--- src/design/srad_pkg.sv ---
// Shared types, codes and constants of the sorted range address decoder.
package srad_pkg;

  localparam int unsigned MAP_ENTRIES = 16;
  localparam int unsigned IDX_W = (MAP_ENTRIES > 1) ? $clog2(MAP_ENTRIES) : 1;

  localparam logic [31:0] ALL_ONES     = 32'hffff_ffff;
  localparam logic [31:0] RAM_SIZE_RST = 32'h0100_0000;

  typedef enum logic [1:0] {
    OP_READ    = 2'd0,
    OP_WRITE   = 2'd1,
    OP_ADD_MAP = 2'd2,
    OP_RSVD    = 2'd3
  } opcode_e;

  typedef enum logic [2:0] {
    ST_OK         = 3'd0,
    ST_FULL       = 3'd1,
    ST_OVERLAP    = 3'd2,
    ST_BAD_RANGE  = 3'd3,
    ST_NOT_MAPPED = 3'd4
  } status_e;

  typedef enum logic [1:0] {
    S_IDLE    = 2'b01,
    S_RESOLVE = 2'b10
  } state_e;

  typedef struct packed {
    logic [1:0]  opcode;
    logic [31:0] address;
    logic [1:0]  access_size;
    logic [31:0] write_data;
    logic [31:0] range_lo;
    logic [31:0] range_hi;
    logic [7:0]  device_tag;
  } in_item_t;

  typedef struct packed {
    logic [2:0]  status;
    logic        to_device;
    logic [7:0]  target_tag;
    logic [3:0]  entry_index;
    logic [31:0] route_address;
    logic [1:0]  route_size;
    logic        route_write;
    logic [31:0] route_data;
  } out_item_t;

  typedef struct packed {
    logic load;
    logic commit;
    logic reinit;
  } ctrl_cmd_t;

  typedef struct packed {
    logic drop;
  } dp_sts_t;

endpackage

--- src/design/srad_ctrl.sv ---
// Controller of the decoder: item sequencing, output valid and config handshake.
module srad_ctrl (
  input  logic                clk_i,
  input  logic                rst_ni,
  input  logic                in_valid_i,
  output logic                in_stall_o,
  output logic                out_valid_o,
  input  logic                out_stall_i,
  input  logic                cfg_valid_i,
  output logic                cfg_ready_o,
  input  srad_pkg::dp_sts_t   sts_i,
  output srad_pkg::ctrl_cmd_t cmd_o
);

  srad_pkg::state_e state_q, state_d;
  logic out_valid_q, out_valid_d;
  logic idle;
  logic out_free;

  assign idle        = (state_q == srad_pkg::S_IDLE);
  assign cfg_ready_o = idle;
  // a config write wins over a new word in the same cycle
  assign in_stall_o  = !idle || cfg_valid_i;
  assign out_free    = !out_valid_q || !out_stall_i;

  assign cmd_o.reinit = cfg_valid_i && idle;
  assign cmd_o.load   = in_valid_i && !in_stall_o;
  assign cmd_o.commit = (state_q == srad_pkg::S_RESOLVE) && out_free;

  always_comb begin
    state_d = state_q;
    case (state_q)
      srad_pkg::S_IDLE: begin
        if (cmd_o.load) state_d = srad_pkg::S_RESOLVE;
      end
      srad_pkg::S_RESOLVE: begin
        if (cmd_o.commit) state_d = srad_pkg::S_IDLE;
      end
      default: state_d = srad_pkg::S_IDLE;
    endcase
  end

  always_comb begin
    out_valid_d = out_valid_q;
    if (cmd_o.commit && !sts_i.drop) begin
      out_valid_d = 1'b1;
    end else if (out_valid_q && !out_stall_i) begin
      out_valid_d = 1'b0;
    end
  end

  always_ff @(posedge clk_i or negedge rst_ni) begin
    if (!rst_ni) begin
      state_q     <= srad_pkg::S_IDLE;
      out_valid_q <= 1'b0;
    end else begin
      state_q     <= state_d;
      out_valid_q <= out_valid_d;
    end
  end

  assign out_valid_o = out_valid_q;

endmodule

--- config.mk ---
export PLATFORM = sky130hd
export DESIGN_NAME = srad_ctrl
export DESIGN_NICKNAME = d
export VERILOG_FILES = /design/src/design/srad_pkg.sv /design/src/design/srad_ctrl.sv
export SDC_FILE = /design/constraint.sdc
export NUM_CORES = 1
export LEC_CHECK = 0
export ABC_AREA = 1
export BUFFER_PORTS_ARGS = -buffer_cell sky130_fd_sc_hd__buf_4
export CAP_MARGIN = 20
export CORE_AREA = 2 2 39 41
export CTS_CLUSTER_SIZE = 10
export DETAILED_ROUTE_END_ITERATION = 12
export DIE_AREA = 0 0 41 43
export PLACE_DENSITY = 0.35
export SLEW_MARGIN = 15
export SYNTH_ARGS = -nofsm -noshare
export SYNTH_HDL_FRONTEND = slang
export SYNTH_SLANG_ARGS = --single-unit
--- constraint.sdc ---
create_clock -name clk_i -period 1.79 [get_ports clk_i]
set_input_delay 0.358 -clock clk_i [delete_from_list [all_inputs] [get_ports clk_i]]
set_output_delay 0.358 -clock clk_i [all_outputs]
set_load 0.005 [all_outputs]
==> results.ini <==
[yosys]
syn_nets=26
yosysSeqAreaShare=0.473
avgSynthCellArea_sq_um=8.07
synth-seq-cells=3
synthCells=20
synth_warnings=0
syn_area_sq_um=161
yosysUniqueCellTypes=11

[place]
place_area_sq_um=264
place_congestion=0.574
io_buffers=11
hpwl_um=329

[layout]
fin_nets=43
antennaDiodeCount=0
syn_to_final_growth_pct=86.0
final_area_sq_um=300
drive_gt1_frac=0.500

[grt]
grt_pass1_wl_um=655
overflow=0
antenna_found_initial=0
grt_pass1_vias=183
grt_usage=0.0615
grt_max_degree=6

[sta]
rsz0062_at_grt=no
tns_ns=0
setup_viol=0
post-route-min-period_ns=1.48
period_share=0.828
timing_hold_violations_final=0
worst_slew_pin_slew_ns=0.149
relSlewSlack=0.900
fin_skew_ns=0.000742
fmax_ghz=0.675
drv_slew=0

[worst_hold_path]
holdCritPathClass=in -> reg

[floorplan]
die_area_sq_mm=0.00176
dieWidth_um=41
initial_core_util=0.117
fp-row-count=14
fp.coreArea_sq_mm=0.00138
io_pins=12
chipHeight_um=43

[pwr]
power_density_mw_per_mm2=770
clkPwrFrac=0.499
p_sw_mw=0.0518
leakage_nw=0.163
switching_share=0.224
power_frac_comb=0.175
ir_drop_v=0.000162
p_seq_frac=0.327
p_int_mw=0.179

[flow_run]
drv_cap=0

[detailed_routing]
drt_wl_total_um=383
via_per_inst=3.44
wire_per_inst_um=7.37
drc_errors=0
drt-initial-drc-count=0
ant_nets=0
vias=179
drt_first_pass_iters=1

[critical_path]
start_kind=flop
crit_required_ns=1.43
end_kind=primary output
path_max_fanout=4
path_class=reg -> out
arrival_ns=1.12

[clock_tree]
clkLatencyLatePin_ns=0.23
clk_pin_slew_ns=0.03
numCtsBuffers=3
cts.sinks=3
cts_root_buf=clkbuf_4
cts_tree=built
hold_buffers=1
htreeDepth=1
clk_path_buf_depth=2
cts_resized=0
cts_setup_buffers=0

[run_status]
status=complete, no violations

-- state kept, by name, indices dropped and copies added (netlist names) --
signal / cells
state_q: 2
out_valid_o: 1
-- metrics by stage --
stage	worst slack (ns)	power [mW]	hold WS (ns)	util	cells
4_1_cts	0.293	0.238	0.298	0.217	52
6_report	0.308	0.231	0.304	0.217	52
2_1_floorplan	0.658	0.0911	0.0624	-	20
3_5_place_dp	0.530	0.116	0.149	0.191	47
5_1_grt	0.227	0.245	0.323	0.217	52
3_3_place_gp	0.547	0.115	0.148	0.191	47
-- worst paths after layout --
path,from,to,slack (ns),depth (start not counted)
worst max-delay path,state_q[0],cmd_o[0],0.31,3
worst min-delay path,sts_i,out_valid_o,0.30,2
worst max register to register,state_q[0],state_q[0],0.89,4
worst min register to register,out_valid_o,out_valid_o,0.53,2
max in group asynchronous,rst_ni,state_q[0],1.15,2
min in group asynchronous,rst_ni,state_q[1],0.46,2
-- power by group through the flow --
stage	Clock (mW)	Sequential, mW	Combinational, mW
floorplan	0	0.0760	0.0151
global placement	0	0.0763	0.0385
detailed placement	0	0.0763	0.0395
CTS	0.121	0.0755	0.0415
global route	0.124	0.0762	0.0450
finish	0.115	0.0755	0.0403
-- routing by layer --
metal,share of wire,routed length [um],global-route usage,up-vias
li1,-,-,-,92
met1,0.35,133,0.0521,81
met2,0.54,208,0.0781,6
met3,0.10,40,0.0419,0
met4,0,0,0.0800,0
met5,0,0,0,-
-- cell usage after synthesis --
cell     n  area, sq um
dfrtp_1  2         50.1
dfstp_2  1         26.3
inv_1    5         18.8
nand2_1  2         7.51
nand3_1  1         5.00
nand3_2  1         10.0
nor2_1   3         11.3
nor2_2   1         6.26
nor2_4   1         11.3
nor3_1   1         5.00
o21ai_1  2         10.0
-- layout by cell type (no fill, tap or decap) --
master          n
buf_4          11
inv_1           5
nor2_1          3
clkbuf_4        3
nand2_1         2
o21ai_1         2
dfrtp_1         2
nor3_1          1
nand3_2         1
nor2_4          1
nor2_2          1
nand3_1         1
clkbuf_1        1
dlygate4sd3_1   1
dfstp_2         1
-- area by class of cell --
class                      count  area, sq um
multi-input combinational     12         66.3
tap                           16         20.0
sequential                     3         76.3
inverter                       5         18.8
timing repair buffer          12         92.6
fill                         162         1080
clock buffer                   4         26.3
-- logic make-up after synthesis --
| kind of cell | count (synthesis) | share of synthesized area |
|---|---|---|
| AND/OR/NAND/NOR | 10 | 0.349 |
| buffers and inverters | 5 | 0.116 |
| flip-flops | 3 | 0.473 |
| AO/OA/AOI/OAI | 2 | 0.0620 |
-- critical path, cell delays in order, from the launching register on --
cell     delay (ns)
dfstp_2        0.53
inv_1          0.07
nor3_1         0.17
buf_4          0.14
Power figures use the tool's default switching activity.
